## config.mk

```make
export PLATFORM = sky130hd
export DESIGN_NAME = hanging_mass_spring_integrator
export DESIGN_NICKNAME = d
export VERILOG_FILES = /design/src/sv/hmsi_pkg.sv /design/src/sv/hmsi_datapath.sv /design/src/sv/hmsi_ctrl.sv /design/src/sv/hanging_mass_spring_integrator.sv
export SDC_FILE = /design/constraint.sdc
export NUM_CORES = 2
export LEC_CHECK = 0
export BUFFER_PORTS_ARGS = -buffer_cell sky130_fd_sc_hd__buf_2
export CAP_MARGIN = 10
export CORE_UTILIZATION = 29
export CTS_BUF_LIST = sky130_fd_sc_hd__clkbuf_16
export DETAILED_ROUTE_END_ITERATION = 10
export SKIP_LAST_GASP = 1
export SLEW_MARGIN = 20
export SYNTH_ARGS = -nofsm -noshare
export SYNTH_HDL_FRONTEND = slang
export SYNTH_SLANG_ARGS = --single-unit
```

## constraint.sdc

```tcl
create_clock -name clk_i -period 20.7 [get_ports clk_i]
set_clock_uncertainty 0.1 [all_clocks]
set_input_delay 1.035 -clock clk_i [delete_from_list [all_inputs] [get_ports clk_i]]
set_output_delay 1.035 -clock clk_i [all_outputs]
set_load 0.01 [all_outputs]
```

## src/sv/hmsi_pkg.sv

```systemverilog
// hmsi_pkg.sv: shared types, constants and the micro-program of the spring integrator
`timescale 1ns / 1ps

package hmsi_pkg;

  // fixed point format
  localparam int FRAC_BITS = 16;
  // numerator width of the serial divider
  localparam int NUM_W     = 32 + FRAC_BITS;
  localparam int CNT_W     = $clog2(NUM_W + 1);

  localparam logic signed [31:0] Q_MAX_C = 32'sh7fffffff;
  localparam logic signed [31:0] Q_MIN_C = 32'sh80000000;
  // gravity, 9.81 rounded to the fixed point grid
  localparam longint GRAV_L = (981 * (64'sd1 <<< FRAC_BITS) + 50) / 100;
  localparam logic signed [31:0] GRAV_Q = GRAV_L[31:0];

  // register indexes of the configuration port
  localparam logic [2:0] CFG_STIFFNESS   = 3'd0;
  localparam logic [2:0] CFG_MASS        = 3'd1;
  localparam logic [2:0] CFG_DAMPING     = 3'd2;
  localparam logic [2:0] CFG_REST_LENGTH = 3'd3;
  localparam logic [2:0] CFG_GROUND_K    = 3'd4;
  localparam logic [2:0] CFG_TIME_STEP   = 3'd5;
  localparam logic [2:0] CFG_METHOD      = 3'd6;
  localparam logic [2:0] CFG_GROUND_EN   = 3'd7;

  // integrator codes
  localparam logic [2:0] METH_EXPLICIT   = 3'd1;
  localparam logic [2:0] METH_SYMPLECTIC = 3'd2;
  localparam logic [2:0] METH_MIDPOINT   = 3'd3;
  localparam logic [2:0] METH_IMPLICIT   = 3'd4;
  localparam logic [2:0] METH_VERLET     = 3'd5;

  // input command codes
  localparam logic CMD_STEP = 1'b0;
  localparam logic CMD_LOAD = 1'b1;

  // number of micro-ops in one force evaluation
  localparam logic [4:0] FORCE_LEN = 5'd11;

  typedef enum logic [2:0] {
    ALU_ADD,
    ALU_SUB,
    ALU_MUL,
    ALU_DIV,
    ALU_GTST
  } alu_e;

  typedef enum logic [4:0] {
    OP_ZERO,
    OP_P,
    OP_V,
    OP_PREV,
    OP_ANCH,
    OP_K,
    OP_M,
    OP_D,
    OP_L,
    OP_KC,
    OP_DT,
    OP_HDT,
    OP_GRAV,
    OP_T0,
    OP_T1,
    OP_T2,
    OP_T3,
    OP_T4
  } opnd_e;

  typedef enum logic [2:0] {
    DST_P,
    DST_V,
    DST_PREV,
    DST_T0,
    DST_T1,
    DST_T2,
    DST_T3,
    DST_T4
  } dst_e;

  typedef struct packed {
    alu_e  alu;
    dst_e  dst;
    opnd_e a;
    opnd_e b;
    logic  cond;   // skipped unless the ground flag is set
    logic  last;   // final op of the program
  } uop_t;

  // controller to datapath
  typedef struct packed {
    logic capture;
    logic load;
    logic clr;
    logic start;
    logic emit;
    uop_t uop;
  } ctl_cmd_t;

  // datapath to controller
  typedef struct packed {
    logic       done;
    logic [2:0] method;
  } dp_sts_t;

  typedef struct packed {
    logic              flag;
    logic signed [31:0] val;
  } sat_t;

  // clamp to the signed 32-bit range
  function automatic sat_t sat64(logic signed [63:0] x);
    sat_t r;
    if (x > 64'sd2147483647) begin
      r.flag = 1'b1;
      r.val  = Q_MAX_C;
    end else if (x < -64'sd2147483648) begin
      r.flag = 1'b1;
      r.val  = Q_MIN_C;
    end else begin
      r.flag = 1'b0;
      r.val  = x[31:0];
    end
    return r;
  endfunction

  function automatic uop_t mk(alu_e al, dst_e d, opnd_e a, opnd_e b, logic c, logic l);
    uop_t u;
    u.alu  = al;
    u.dst  = d;
    u.a    = a;
    u.b    = b;
    u.cond = c;
    u.last = l;
    return u;
  endfunction

  // force on the mass at position p and velocity v, left in T0, T1 as scratch
  function automatic uop_t force_uop(logic [3:0] i, opnd_e p, opnd_e v);
    uop_t u;
    u = mk(ALU_ADD, DST_T0, OP_T0, OP_ZERO, 1'b0, 1'b1);
    unique case (i)
      4'd0:    u = mk(ALU_MUL,  DST_T0, OP_M,    OP_GRAV, 1'b0, 1'b0);
      4'd1:    u = mk(ALU_SUB,  DST_T0, OP_ZERO, OP_T0,   1'b0, 1'b0);
      4'd2:    u = mk(ALU_SUB,  DST_T1, p,       OP_ANCH, 1'b0, 1'b0);
      4'd3:    u = mk(ALU_ADD,  DST_T1, OP_T1,   OP_L,    1'b0, 1'b0);
      4'd4:    u = mk(ALU_MUL,  DST_T1, OP_K,    OP_T1,   1'b0, 1'b0);
      4'd5:    u = mk(ALU_SUB,  DST_T0, OP_T0,   OP_T1,   1'b0, 1'b0);
      4'd6:    u = mk(ALU_MUL,  DST_T1, OP_D,    v,       1'b0, 1'b0);
      4'd7:    u = mk(ALU_SUB,  DST_T0, OP_T0,   OP_T1,   1'b0, 1'b0);
      4'd8:    u = mk(ALU_GTST, DST_T1, p,       OP_ZERO, 1'b0, 1'b0);
      4'd9:    u = mk(ALU_MUL,  DST_T1, OP_KC,   p,       1'b1, 1'b0);
      4'd10:   u = mk(ALU_SUB,  DST_T0, OP_T0,   OP_T1,   1'b1, 1'b0);
      default: u = mk(ALU_ADD,  DST_T0, OP_T0,   OP_ZERO, 1'b0, 1'b1);
    endcase
    return u;
  endfunction

  // micro-program: a force evaluation followed by the integrator tail
  function automatic uop_t prog_uop(logic [2:0] method, logic [4:0] step);
    uop_t       u;
    logic [4:0] j;
    j = step - FORCE_LEN;
    u = mk(ALU_ADD, DST_T0, OP_T0, OP_ZERO, 1'b0, 1'b1);
    if (step < FORCE_LEN) begin
      u = force_uop(step[3:0], OP_P, OP_V);
    end else begin
      unique case (method)
        METH_EXPLICIT: begin
          unique case (j)
            5'd0:    u = mk(ALU_DIV, DST_T0, OP_T0, OP_M,  1'b0, 1'b0);
            5'd1:    u = mk(ALU_MUL, DST_T2, OP_DT, OP_V,  1'b0, 1'b0);
            5'd2:    u = mk(ALU_ADD, DST_P,  OP_P,  OP_T2, 1'b0, 1'b0);
            5'd3:    u = mk(ALU_MUL, DST_T1, OP_DT, OP_T0, 1'b0, 1'b0);
            5'd4:    u = mk(ALU_ADD, DST_V,  OP_V,  OP_T1, 1'b0, 1'b1);
            default: u = mk(ALU_ADD, DST_T0, OP_T0, OP_ZERO, 1'b0, 1'b1);
          endcase
        end
        METH_SYMPLECTIC: begin
          unique case (j)
            5'd0:    u = mk(ALU_DIV, DST_T0, OP_T0, OP_M,  1'b0, 1'b0);
            5'd1:    u = mk(ALU_MUL, DST_T1, OP_DT, OP_T0, 1'b0, 1'b0);
            5'd2:    u = mk(ALU_ADD, DST_V,  OP_V,  OP_T1, 1'b0, 1'b0);
            5'd3:    u = mk(ALU_MUL, DST_T1, OP_DT, OP_V,  1'b0, 1'b0);
            5'd4:    u = mk(ALU_ADD, DST_P,  OP_P,  OP_T1, 1'b0, 1'b1);
            default: u = mk(ALU_ADD, DST_T0, OP_T0, OP_ZERO, 1'b0, 1'b1);
          endcase
        end
        METH_MIDPOINT: begin
          // second force at the half step point held in T3 and T2
          if (j >= 5'd5 && j <= 5'd15) begin
            u = force_uop(4'(j - 5'd5), OP_T3, OP_T2);
          end else begin
            unique case (j)
              5'd0:    u = mk(ALU_DIV, DST_T0, OP_T0,  OP_M,  1'b0, 1'b0);
              5'd1:    u = mk(ALU_MUL, DST_T1, OP_HDT, OP_T0, 1'b0, 1'b0);
              5'd2:    u = mk(ALU_ADD, DST_T2, OP_V,   OP_T1, 1'b0, 1'b0);
              5'd3:    u = mk(ALU_MUL, DST_T1, OP_HDT, OP_V,  1'b0, 1'b0);
              5'd4:    u = mk(ALU_ADD, DST_T3, OP_P,   OP_T1, 1'b0, 1'b0);
              5'd16:   u = mk(ALU_DIV, DST_T0, OP_T0,  OP_M,  1'b0, 1'b0);
              5'd17:   u = mk(ALU_MUL, DST_T1, OP_DT,  OP_T2, 1'b0, 1'b0);
              5'd18:   u = mk(ALU_ADD, DST_P,  OP_P,   OP_T1, 1'b0, 1'b0);
              5'd19:   u = mk(ALU_MUL, DST_T1, OP_DT,  OP_T0, 1'b0, 1'b0);
              5'd20:   u = mk(ALU_ADD, DST_V,  OP_V,   OP_T1, 1'b0, 1'b1);
              default: u = mk(ALU_ADD, DST_T0, OP_T0,  OP_ZERO, 1'b0, 1'b1);
            endcase
          end
        end
        METH_IMPLICIT: begin
          unique case (j)
            5'd0:    u = mk(ALU_MUL, DST_T1, OP_DT, OP_D,    1'b0, 1'b0);
            5'd1:    u = mk(ALU_ADD, DST_T2, OP_M,  OP_T1,   1'b0, 1'b0);
            5'd2:    u = mk(ALU_MUL, DST_T3, OP_DT, OP_DT,   1'b0, 1'b0);
            5'd3:    u = mk(ALU_ADD, DST_T4, OP_K,  OP_ZERO, 1'b0, 1'b0);
            5'd4:    u = mk(ALU_ADD, DST_T4, OP_T4, OP_KC,   1'b1, 1'b0);
            5'd5:    u = mk(ALU_MUL, DST_T3, OP_T3, OP_T4,   1'b0, 1'b0);
            5'd6:    u = mk(ALU_ADD, DST_T3, OP_T2, OP_T3,   1'b0, 1'b0);
            5'd7:    u = mk(ALU_MUL, DST_T2, OP_T2, OP_V,    1'b0, 1'b0);
            5'd8:    u = mk(ALU_MUL, DST_T1, OP_DT, OP_T0,   1'b0, 1'b0);
            5'd9:    u = mk(ALU_ADD, DST_T2, OP_T2, OP_T1,   1'b0, 1'b0);
            5'd10:   u = mk(ALU_DIV, DST_V,  OP_T2, OP_T3,   1'b0, 1'b0);
            5'd11:   u = mk(ALU_MUL, DST_T1, OP_DT, OP_V,    1'b0, 1'b0);
            5'd12:   u = mk(ALU_ADD, DST_P,  OP_P,  OP_T1,   1'b0, 1'b1);
            default: u = mk(ALU_ADD, DST_T0, OP_T0, OP_ZERO, 1'b0, 1'b1);
          endcase
        end
        METH_VERLET: begin
          unique case (j)
            5'd0:    u = mk(ALU_DIV, DST_T0,   OP_T0, OP_M,    1'b0, 1'b0);
            5'd1:    u = mk(ALU_ADD, DST_T1,   OP_P,  OP_P,    1'b0, 1'b0);
            5'd2:    u = mk(ALU_SUB, DST_T1,   OP_T1, OP_PREV, 1'b0, 1'b0);
            5'd3:    u = mk(ALU_MUL, DST_T2,   OP_DT, OP_DT,   1'b0, 1'b0);
            5'd4:    u = mk(ALU_MUL, DST_T2,   OP_T2, OP_T0,   1'b0, 1'b0);
            5'd5:    u = mk(ALU_ADD, DST_T1,   OP_T1, OP_T2,   1'b0, 1'b0);
            5'd6:    u = mk(ALU_SUB, DST_T2,   OP_T1, OP_PREV, 1'b0, 1'b0);
            5'd7:    u = mk(ALU_ADD, DST_T3,   OP_DT, OP_DT,   1'b0, 1'b0);
            5'd8:    u = mk(ALU_DIV, DST_T2,   OP_T2, OP_T3,   1'b0, 1'b0);
            5'd9:    u = mk(ALU_ADD, DST_PREV, OP_P,  OP_ZERO, 1'b0, 1'b0);
            5'd10:   u = mk(ALU_ADD, DST_P,    OP_T1, OP_ZERO, 1'b0, 1'b0);
            5'd11:   u = mk(ALU_ADD, DST_V,    OP_T2, OP_ZERO, 1'b0, 1'b1);
            default: u = mk(ALU_ADD, DST_T0,   OP_T0, OP_ZERO, 1'b0, 1'b1);
          endcase
        end
        default: u = mk(ALU_ADD, DST_T0, OP_T0, OP_ZERO, 1'b0, 1'b1);
      endcase
    end
    return u;
  endfunction

endpackage

```

## src/sv/hmsi_datapath.sv

```systemverilog
// hmsi_datapath.sv: state, configuration, shared multiplier, adder and serial divider
`timescale 1ns / 1ps

module hmsi_datapath import hmsi_pkg::*; (
  input  logic               clk_i,
  input  logic               rst_ni,
  input  ctl_cmd_t           cmd_i,
  output dp_sts_t            sts_o,
  input  logic               cfg_we_i,
  input  logic [2:0]         cfg_index_i,
  input  logic [31:0]        cfg_data_i,
  input  logic signed [31:0] anchor_pos_i,
  input  logic signed [31:0] load_pos_i,
  input  logic signed [31:0] load_vel_i,
  input  logic signed [31:0] load_prev_pos_i,
  output logic signed [31:0] position_o,
  output logic signed [31:0] velocity_o,
  output logic               saturated_o
);

  // configuration registers
  logic [30:0] k_q, m_q, d_q, l_q, kc_q;
  logic [16:0] dt_q;
  logic [2:0]  method_q;
  logic        gnd_en_q;

  // state and scratch
  logic signed [31:0] p_q, v_q, prev_q, anch_q;
  logic signed [31:0] t0_q, t1_q, t2_q, t3_q, t4_q;
  logic               gnd_q, gnd_d;
  logic               sat_q;

  // multiplier and divider
  logic signed [63:0] prod_q;
  logic               mul_q, mul_d;
  logic               div_q, div_d;
  logic [CNT_W-1:0]   cnt_q, cnt_d;
  logic [31:0]        rem_q, rem_d;
  logic [NUM_W-1:0]   quo_q, quo_d;
  logic [31:0]        den_q, den_d;
  logic               neg_q, neg_d;
  logic               done_q, done_d;

  // result registers
  logic signed [31:0] pos_q, vel_q;
  logic               satout_q;

  uop_t               u;
  logic signed [31:0] a_val, b_val;
  logic               skip;
  logic               wr_en;
  sat_t               wr_res;
  logic [31:0]        a_mag, b_mag;
  logic [32:0]        trial;
  logic               ge;
  logic signed [63:0] qext;

  assign u = cmd_i.uop;

  function automatic logic signed [31:0] pick(opnd_e s);
    logic signed [31:0] r;
    unique case (s)
      OP_ZERO: r = '0;
      OP_P:    r = p_q;
      OP_V:    r = v_q;
      OP_PREV: r = prev_q;
      OP_ANCH: r = anch_q;
      OP_K:    r = $signed({1'b0, k_q});
      OP_M:    r = $signed({1'b0, m_q});
      OP_D:    r = $signed({1'b0, d_q});
      OP_L:    r = $signed({1'b0, l_q});
      OP_KC:   r = $signed({1'b0, kc_q});
      OP_DT:   r = $signed({15'd0, dt_q});
      OP_HDT:  r = $signed({16'd0, dt_q[16:1]});
      OP_GRAV: r = GRAV_Q;
      OP_T0:   r = t0_q;
      OP_T1:   r = t1_q;
      OP_T2:   r = t2_q;
      OP_T3:   r = t3_q;
      OP_T4:   r = t4_q;
      default: r = '0;
    endcase
    return r;
  endfunction

  // operand selection
  assign a_val = pick(u.a);
  assign b_val = pick(u.b);
  assign skip  = u.cond && !gnd_q;

  assign a_mag = a_val[31] ? 32'(-a_val) : a_val;
  assign b_mag = b_val[31] ? 32'(-b_val) : b_val;

  // one restoring division step
  assign trial = {rem_q, quo_q[NUM_W-1]};
  assign ge    = trial >= {1'b0, den_q};
  assign qext  = $signed({{(64-NUM_W){1'b0}}, quo_q});

  // op sequencing and result selection
  always_comb begin
    wr_en  = 1'b0;
    wr_res = '0;
    gnd_d  = gnd_q;
    mul_d  = 1'b0;
    div_d  = div_q;
    cnt_d  = cnt_q;
    rem_d  = rem_q;
    quo_d  = quo_q;
    den_d  = den_q;
    neg_d  = neg_q;
    done_d = 1'b0;
    if (cmd_i.start) begin
      if (skip) begin
        done_d = 1'b1;
      end else begin
        unique case (u.alu)
          ALU_ADD: begin
            wr_en  = 1'b1;
            wr_res = sat64(64'(a_val) + 64'(b_val));
            done_d = 1'b1;
          end
          ALU_SUB: begin
            wr_en  = 1'b1;
            wr_res = sat64(64'(a_val) - 64'(b_val));
            done_d = 1'b1;
          end
          ALU_MUL: begin
            mul_d = 1'b1;
          end
          ALU_DIV: begin
            if (b_val == '0) begin
              wr_en       = 1'b1;
              done_d      = 1'b1;
              wr_res.flag = (a_val != '0);
              wr_res.val  = (a_val == '0) ? '0 : (a_val[31] ? Q_MIN_C : Q_MAX_C);
            end else begin
              div_d = 1'b1;
              cnt_d = CNT_W'(NUM_W);
              rem_d = '0;
              quo_d = {a_mag, {FRAC_BITS{1'b0}}};
              den_d = b_mag;
              neg_d = a_val[31] ^ b_val[31];
            end
          end
          ALU_GTST: begin
            gnd_d  = gnd_en_q && a_val[31];
            done_d = 1'b1;
          end
          default: done_d = 1'b1;
        endcase
      end
    end
    if (mul_q) begin
      wr_en  = 1'b1;
      wr_res = sat64(prod_q >>> FRAC_BITS);
      done_d = 1'b1;
    end
    if (div_q) begin
      if (cnt_q != '0) begin
        rem_d = ge ? 32'(trial - {1'b0, den_q}) : trial[31:0];
        quo_d = {quo_q[NUM_W-2:0], ge};
        cnt_d = cnt_q - 1'b1;
      end else begin
        wr_en  = 1'b1;
        wr_res = sat64(neg_q ? -qext : qext);
        div_d  = 1'b0;
        done_d = 1'b1;
      end
    end
  end

  // control registers
  always_ff @(posedge clk_i or negedge rst_ni) begin
    if (!rst_ni) begin
      mul_q    <= 1'b0;
      div_q    <= 1'b0;
      done_q   <= 1'b0;
      cnt_q    <= '0;
      gnd_q    <= 1'b0;
      sat_q    <= 1'b0;
      k_q      <= 31'd65536;
      m_q      <= 31'd65536;
      d_q      <= '0;
      l_q      <= 31'd65536;
      kc_q     <= '0;
      dt_q     <= 17'd655;
      method_q <= METH_EXPLICIT;
      gnd_en_q <= 1'b0;
      p_q      <= '0;
      v_q      <= '0;
      prev_q   <= '0;
    end else begin
      mul_q  <= mul_d;
      div_q  <= div_d;
      done_q <= done_d;
      cnt_q  <= cnt_d;
      gnd_q  <= gnd_d;
      // configuration writes
      if (cfg_we_i) begin
        unique case (cfg_index_i)
          CFG_STIFFNESS:   k_q      <= cfg_data_i[30:0];
          CFG_MASS:        m_q      <= cfg_data_i[30:0];
          CFG_DAMPING:     d_q      <= cfg_data_i[30:0];
          CFG_REST_LENGTH: l_q      <= cfg_data_i[30:0];
          CFG_GROUND_K:    kc_q     <= cfg_data_i[30:0];
          CFG_TIME_STEP:   dt_q     <= cfg_data_i[16:0];
          CFG_METHOD:      method_q <= cfg_data_i[2:0];
          CFG_GROUND_EN:   gnd_en_q <= cfg_data_i[0];
          default:         ;
        endcase
      end
      // sticky clamp flag
      if (cmd_i.clr) begin
        sat_q <= 1'b0;
      end else if (wr_en && wr_res.flag) begin
        sat_q <= 1'b1;
      end
      // state load and write back
      if (cmd_i.load) begin
        p_q    <= load_pos_i;
        v_q    <= load_vel_i;
        prev_q <= load_prev_pos_i;
      end else if (wr_en) begin
        unique case (u.dst)
          DST_P:    p_q    <= wr_res.val;
          DST_V:    v_q    <= wr_res.val;
          DST_PREV: prev_q <= wr_res.val;
          default:  ;
        endcase
      end
    end
  end

  // payload registers
  always_ff @(posedge clk_i) begin
    prod_q <= 64'(a_val) * 64'(b_val);
    rem_q  <= rem_d;
    quo_q  <= quo_d;
    den_q  <= den_d;
    neg_q  <= neg_d;
    if (cmd_i.capture) begin
      anch_q <= anchor_pos_i;
    end
    if (wr_en) begin
      unique case (u.dst)
        DST_T0:  t0_q <= wr_res.val;
        DST_T1:  t1_q <= wr_res.val;
        DST_T2:  t2_q <= wr_res.val;
        DST_T3:  t3_q <= wr_res.val;
        DST_T4:  t4_q <= wr_res.val;
        default: ;
      endcase
    end
    if (cmd_i.emit) begin
      pos_q    <= p_q;
      vel_q    <= v_q;
      satout_q <= sat_q;
    end
  end

  assign sts_o.done   = done_q;
  assign sts_o.method = method_q;
  assign position_o   = pos_q;
  assign velocity_o   = vel_q;
  assign saturated_o  = satout_q;

endmodule

```

## src/sv/hmsi_ctrl.sv

```systemverilog
// hmsi_ctrl.sv: controller that walks the micro-program and runs the handshakes
`timescale 1ns / 1ps

module hmsi_ctrl import hmsi_pkg::*; (
  input  logic     clk_i,
  input  logic     rst_ni,
  input  logic     in_valid_i,
  output logic     in_stall_o,
  input  logic     command_i,
  output logic     out_valid_o,
  input  logic     out_stall_i,
  input  dp_sts_t  sts_i,
  output ctl_cmd_t cmd_o
);

  typedef enum logic [3:0] {
    ST_IDLE   = 4'b0001,
    ST_ISSUE  = 4'b0010,
    ST_WAIT   = 4'b0100,
    ST_RESULT = 4'b1000
  } state_e;

  state_e     state_q, state_d;
  logic [4:0] step_q, step_d;
  logic       oval_q, oval_d;
  logic       accept;
  logic       runs;
  uop_t       u;

  assign u      = prog_uop(sts_i.method, step_q);
  assign accept = in_valid_i && (state_q == ST_IDLE);
  assign runs   = (sts_i.method == METH_EXPLICIT) || (sts_i.method == METH_SYMPLECTIC) ||
                  (sts_i.method == METH_MIDPOINT) || (sts_i.method == METH_IMPLICIT) ||
                  (sts_i.method == METH_VERLET);

  // next state and commands
  always_comb begin
    state_d = state_q;
    step_d  = step_q;
    oval_d  = oval_q && out_stall_i;
    cmd_o   = '0;
    cmd_o.uop = u;
    unique case (state_q)
      ST_IDLE: begin
        if (accept) begin
          cmd_o.capture = 1'b1;
          cmd_o.clr     = 1'b1;
          step_d        = '0;
          if (command_i == CMD_LOAD) begin
            cmd_o.load = 1'b1;
            state_d    = ST_RESULT;
          end else if (runs) begin
            state_d = ST_ISSUE;
          end else begin
            state_d = ST_RESULT;
          end
        end
      end
      ST_ISSUE: begin
        cmd_o.start = 1'b1;
        state_d     = ST_WAIT;
      end
      ST_WAIT: begin
        if (sts_i.done) begin
          if (u.last) begin
            state_d = ST_RESULT;
          end else begin
            step_d  = step_q + 1'b1;
            state_d = ST_ISSUE;
          end
        end
      end
      ST_RESULT: begin
        if (!oval_q || !out_stall_i) begin
          cmd_o.emit = 1'b1;
          oval_d     = 1'b1;
          state_d    = ST_IDLE;
        end
      end
      default: state_d = ST_IDLE;
    endcase
  end

  always_ff @(posedge clk_i or negedge rst_ni) begin
    if (!rst_ni) begin
      state_q <= ST_IDLE;
      step_q  <= '0;
      oval_q  <= 1'b0;
    end else begin
      state_q <= state_d;
      step_q  <= step_d;
      oval_q  <= oval_d;
    end
  end

  assign in_stall_o  = (state_q != ST_IDLE);
  assign out_valid_o = oval_q;

endmodule

```

## src/sv/hanging_mass_spring_integrator.sv

```systemverilog
// hanging_mass_spring_integrator.sv: top level of the hanging mass spring integrator
//
//   channel | handshake               | beat contents
//   --------+-------------------------+------------------------------------------
//   in      | in_valid_i / in_stall_o | command, anchor_pos, load_pos, load_vel,
//           |                         | load_prev_pos
//   out     | out_valid_o/out_stall_i | position, velocity, saturated
//   cfg     | cfg_valid_i/cfg_ready_o | cfg_index_i, cfg_data_i
//
// A step runs a micro-program on one shared adder, one 32x32 multiplier and a
// bit-serial divider, one op at a time. A load or a hold skips the micro-program.
// Reset clears the state to zero and loads the register defaults.
// A finished beat waits in the output register while the next beat is taken;
// with a beat still waiting, the next result holds until it is taken.
`timescale 1ns / 1ps

module hanging_mass_spring_integrator import hmsi_pkg::*; (
  input  logic               clk_i,
  input  logic               rst_ni,
  input  logic               in_valid_i,
  output logic               in_stall_o,
  input  logic               command_i,
  input  logic signed [31:0] anchor_pos_i,
  input  logic signed [31:0] load_pos_i,
  input  logic signed [31:0] load_vel_i,
  input  logic signed [31:0] load_prev_pos_i,
  output logic               out_valid_o,
  input  logic               out_stall_i,
  output logic signed [31:0] position_o,
  output logic signed [31:0] velocity_o,
  output logic               saturated_o,
  input  logic               cfg_valid_i,
  output logic               cfg_ready_o,
  input  logic [2:0]         cfg_index_i,
  input  logic [31:0]        cfg_data_i
);

  ctl_cmd_t cmd;
  dp_sts_t  sts;

  // registers are always writable
  assign cfg_ready_o = 1'b1;

  hmsi_ctrl u_ctrl (
    .clk_i       (clk_i),
    .rst_ni      (rst_ni),
    .in_valid_i  (in_valid_i),
    .in_stall_o  (in_stall_o),
    .command_i   (command_i),
    .out_valid_o (out_valid_o),
    .out_stall_i (out_stall_i),
    .sts_i       (sts),
    .cmd_o       (cmd)
  );

  hmsi_datapath u_dp (
    .clk_i           (clk_i),
    .rst_ni          (rst_ni),
    .cmd_i           (cmd),
    .sts_o           (sts),
    .cfg_we_i        (cfg_valid_i && cfg_ready_o),
    .cfg_index_i     (cfg_index_i),
    .cfg_data_i      (cfg_data_i),
    .anchor_pos_i    (anchor_pos_i),
    .load_pos_i      (load_pos_i),
    .load_vel_i      (load_vel_i),
    .load_prev_pos_i (load_prev_pos_i),
    .position_o      (position_o),
    .velocity_o      (velocity_o),
    .saturated_o     (saturated_o)
  );

endmodule

```

# After elaboration in Yosys (flattened, before gate mapping)
# Memory sizes are Yosys's and may differ from the RTL's.
# Cells that the tools add are included.
# Widths: inputs -> output; s select.
# op_classes
add_sub_neg,10
multipliers,1
order_cmp,12
n_eq_ne,70
mux,100
n_bitwise,3
reduce_logical,49
# ops
operator,count
$pmux 32 s17,2
$mux 32,19
$mux 33,14
$mux 48,6
$gt 64x32->1 const B,3
$lt 64x32->1 const B,3
$pmux 17 s5,2
$pmux 33 s3,1
$pmux 18 s5,1
$eq 5x4->1 const B,16
$mux 18,4
$logic_not 32->1,2
$mul 32x32->64,1
$mux 64,1
$neg 32->32,2
$neg 48->64,1
$gt 48x32->1 const B,1
$lt 48x32->1 const B,1
$eq 5x3->1 const B,9
$mux 6,6
$add 32x32->33,1
$eq 3x3->1 const B,11
$ge 33x32->1,1
$sub 32x32->33,1
other kinds (42),136
# totals
reg_bits,727
romBits,1504
input_bits,169
out_inout_bits,68
word_cells,285
n_memories,5
# mem_list
memory,depth,width,read_ports,rd_ports_with_merged_regs,write_ports,line,text
(name not given),32,14,1,0,0,hmsi_pkg.sv:195,unique case (j)
(name not given),16,18,1,0,0,hmsi_pkg.sv:143,unique case (i)
(name not given),16,17,1,0,0,hmsi_pkg.sv:211,unique case (j)
(name not given),16,16,1,0,0,hmsi_pkg.sv:143,
(name not given),16,15,1,0,0,hmsi_pkg.sv:229,unique case (j)

# Depth between registers and ports, before layout
# logic_depth
depth_word,21
ltp_mapped,56
ltp_nobuf,49

# Modules after synthesis
# From an unflattened synthesis, not the netlist that was laid out.
# unflattened
hier_cells,8564
area_unflattened_um2,78372.7
# modules_own_cells
module,instances,cells_each,area_each_um2,seq_area_each_um2
hmsi_datapath,1,8118,75487.4,18365.1
hmsi_ctrl,1,444,2874.0,251.5
hanging_mass_spring_integrator,1,2,11.3,0.0

# Worst setup path after synthesis
# No wires, ideal clock.
# synth_path
path_kind,reg2reg
from,register u_ctrl.step_q[0]
to,register u_dp.prod_q[45]
setup_time_ps,72
arrival_ps,12907
required_ps,20528
path_slack_ps,7621
stages_incl_launch_ff,50
path_buffers,8
synth_period_minus_slack_ps,13079
path_cell_list,dfrtp_1 > ha_1 > buf_2 > inv_1 > ha_1 > inv_1 > clkbuf_1 > ha_1 > clkbuf_1 > o311a_1 > o31ai_4 > buf_4 > nand3_1 > nor3_1 > clkbuf_1 > clkbuf_1 > nand2_1 > and4_1 > [... 14 more ...] > fa_1 > inv_1 > fa_1 > inv_1 > ha_1 > a21o_1 > a21o_1 > a21oi_1 > nand2_1 > a22oi_1 > inv_1 > or3_1 > o2111ai_1 > a211oi_1 > or2_1 > a311o_1 > a221oi_1 > xnor2_1
# synth_via
elab_chain_cells,9
word_cells_on_any_way,60
cone_classes,add/sub: 2; mul: 1; order compare: 3; eq/ne: 38; mux: 9; reduce/logical: 2; memory: 5
# synth_rtl
element,line,text
"start, declared",hmsi_ctrl.sv:24,"logic [4:0] step_q, step_d;"
"start signal, assigned",hmsi_ctrl.sv:91,step_q <= step_d;
$sub 5x4->5,hmsi_pkg.sv:164,j = step - FORCE_LEN;
$sub 4x3->4 (tied with other cells),hmsi_pkg.sv:193,"u = force_uop(4'(j - 5'd5), OP_T3, OP_T2);"
$mem_v2 16x18 / $logic_and 1x1->1 (equally long branches),n/a,
$mux 18,hmsi_pkg.sv:192,if (j >= 5'd5 && j <= 5'd15) begin
$pmux 18 s5,hmsi_pkg.sv:169,unique case (method)
$mux 18 (*),hmsi_pkg.sv:166,if (step < FORCE_LEN) begin
$eq 5x5->1 (tied with other cells),hmsi_datapath.sv:62,unique case (s)
$pmux 32 s17,hmsi_datapath.sv:62,
$mul 32x32->64 (*),hmsi_datapath.sv:236,prod_q <= 64'(a_val) * 64'(b_val);
"end signal, assigned",hmsi_datapath.sv:236,
"end, declared",hmsi_datapath.sv:34,logic signed [63:0] prod_q;
# Mark *: on every way between the ends. The rest lies on a longest branch, timed or not.
# A chain may end at the register's enable or synchronous reset.

# Final worst setup path
# layout_path
from,register u_ctrl.step_q[0]
to,register u_dp.prod_q[57]
# Same word-level chain as after synthesis.

==> results.py <==
metrics = {
    "global_route": {
        "track_usage": 0.265,
        "grt_max_degree": 164,
        "grt_pass1_wl_um": 528000,
        "grt_pass1_vias": 69900,
        "gr-total-overflow": 0,
        "antenna_found_initial": 48,
    },
    "synthesis": {
        "ys.flop_type": "edfxtp_1",
        "syn-cell-area_mm2": 0.0797,
        "yosys_warnings": 0,
        "syn_inst": 8661,
        "syn_nets": 10200,
        "synth-seq-cells": 711,
        "synth_edf_count": 290,
        "ys_seq_area_frac": 0.234,
        "syn_area_per_cell_um2": 9.20,
        "postSynth.asyncResetShare": 0.412,
        "yosys.cell_types.count": 129,
    },
    "sta": {
        "period_needed_ns": 17.39,
        "hold_viol_final": 0,
        "fmax_ghz": 0.0575,
        "finalSetupTns_ns": 0,
        "slew_headroom": 0.113,
        "fin_crit_sh": 0.840,
        "worstMarginPinSlew_ns": 1.33,
        "setup_viol": 0,
        "rsz0062_at_grt": "false",
        "report.final.slew_viol_count": 0,
    },
    "die": {
        "core_area_mm2": 0.273,
        "die-area_mm2": 0.277,
        "die_w_um": 526,
        "io_pins": 237,
        "dieHeight_um": 526,
        "rows": 192,
        "start_util": 0.291,
    },
    "cells_and_area": {
        "final_nets": 10300,
        "drive_gt1_frac": 0.123,
        "syn2layout_area_growth_pct": 11.4,
        "reg.largest.list": "u_dp.prod_q (48), u_dp.quo_q (48)",
        "final_common_cell": "inv_1",
        "mostFrequentLayoutCells": "inv_1 (1289), fa_1 (1083), nand2_1 (930)",
    },
    "worst_setup_path": {
        "crit_required_ns": 21.28,
        "crit_type": "flip-flop to flip-flop",
        "cpMaxStageDelayCell": "nor3_2",
        "critPathBufInv": 10,
        "crit-reg2reg-launch": "u_ctrl.step_q[0]$_DFFE_PN0P_",
        "cp-start-kind": "flip-flop",
        "crit_fanout": 33,
        "slowest_delay_ns": 1.30,
        "critPathCaptureType": "flip-flop",
        "cp-startpoint": "u_ctrl.step_q[0]$_DFFE_PN0P_",
        "crit_family": "adder cells",
        "rr_worst_depth": 46,
        "arrival_ns": 17.97,
        "cp.depth": 46,
        "cpMostUsedCell": "fa_1",
    },
    "clocking": {
        "cts_hold_buf": 0,
        "cts_tree": "done",
        "h-tree-depth": 3,
        "cts_max_path_buffers": 3,
        "clk_latency_ns": 0.79,
        "clock-sinks": 711,
        "clk_pin_slew_worst_paths_ns": 0.06,
        "cts_resized": 0,
        "numCtsBuffers": 85,
        "root_buffer": "clkbuf_16",
        "post_cts_buffers": 0,
    },
    "route": {
        "drt_iter0_drc": 10700,
        "num_vias": 71700,
        "drc": 0,
        "wire_per_inst_um": 30.0,
        "ant_nets": 0,
        "drt_wl_total_um": 373000,
        "dr.pass1.iters": 9,
        "met1_length_um": 139000,
        "wl_met2_um": 154000,
        "wl_met3_um": 49600,
        "vias_per_cell": 5.76,
        "top_layer": "met5",
    },
    "run_status": {
        "status": "finished, final reports clean",
    },
    "placement": {
        "io_buffers": 234,
        "place_hpwl_um": 272000,
        "gp_congestion": 1.05,
    },
    "hold_path": {
        "hold_path.class": "input pin to async pin",
    },
    "flow_run": {
        "cap_viol_max_count": 0,
    },
}
==> final cells by class <==
type	count	area, um2
Fill cell	28500	185000
Multi-Input combinational cell	6132	54500
Sequential cell	711	18600
Inverter	1300	4880
Tap cell	3589	4490
Timing Repair Buffer	520	3340
Clock buffer	88	2200
Clock inverter	72	622
Antenna cell	26	65.1
==> through the flow <==
stage	hold WS (ns)	cells	util	setup slack [ns]	area (um2)
finish	0.171	12400	0.325	3.31	88800
global route	0.248	12400	0.325	3.04	88700
CTS	0.235	12400	0.324	4.11	88700
detailed placement	0.365	12300	0.314	4.16	85800
global placement	0.368	12300	0.314	4.22	85800
floorplan	0.325	8661	-	7.62	79700
==> per-layer routing <==
metal	GRT usage	up-vias
met5	0	-
met4	0.177	14
met3	0.0899	1374
met2	0.385	5172
met1	0.333	36000
li1	-	29200
==> cell usage after synthesis (30+ instances only) <==
cell type  instances  area (um2)
inv_1           1274        4780
fa_1            1084       21700
nand2_1          933        3500
nor2_1           826        3100
a21oi_1          407        2040
clkbuf_1         355        1330
ha_1             299        3740
edfxtp_1         290        8710
dfrtp_1          282        7060
o21ai_0          242        1210
mux2_2           193        2170
nand3_1          169         846
a22oi_1          150        1130
xnor2_1          136        1190
dfxtp_1          128        2560
a31oi_1          124         776
mux2i_1          122        1220
nor3_1           110         551
and2_1            95         594
buf_2             93         465
a211oi_1          79         593
a21o_1            76         571
o211ai_1          66         495
and3_1            58         363
nand4_1           56         350
a22o_1            53         464
nand2b_1          52         325
xor2_1            47         412
buf_1             41         154
a221oi_1          40         350
o21ai_1           39         195
o21a_1            35         263
a222oi_1          34         340
nor4_1            34         213
a32oi_1           33         289
or3_1             33         206
nor2b_1           32         200
o22ai_1           30         188
o31ai_1           30         225
==> cell families (layout without fill, tap and decap cells) <==
kind of cell / after synthesis / in the layout / share of synthesized area
AOI/OAI and AO/OA: 1721 / 1721 / 0.151
xor gates and xnor gates: 186 / 186 / 0.0208
adders and majority gates: 1383 / 1383 / 0.319
buffers and inverters: 1818 / 1980 / 0.0890
DFF: 711 / 711 / 0.234
muxes: 315 / 315 / 0.0426
other: 1 / 27 / 0.0000471
and+or+nand+nor: 2526 / 2526 / 0.143
==> final timing paths <==
check / slack, ns / endpoint
setup / recovery: 3.31 / u_dp.prod_q[57]$_DFF_P_
hold reg to reg: 0.37 / u_ctrl.state_q[2]$_DFFE_PN0P_
max in group asynchronous: 18.79 / u_dp.mul_q$_DFF_PN0_
hold / removal: 0.17 / u_dp.kc_q[2]$_DFFE_PN0P_
setup reg to reg: 3.31 / u_dp.prod_q[57]$_DFF_P_
min in group clk_i: 0.33 / u_dp.anch_q[5]$_DFFE_PP_
Power is not shown: default switching activity piles up to over one toggle a cycle in this logic, so the estimate is an artifact.
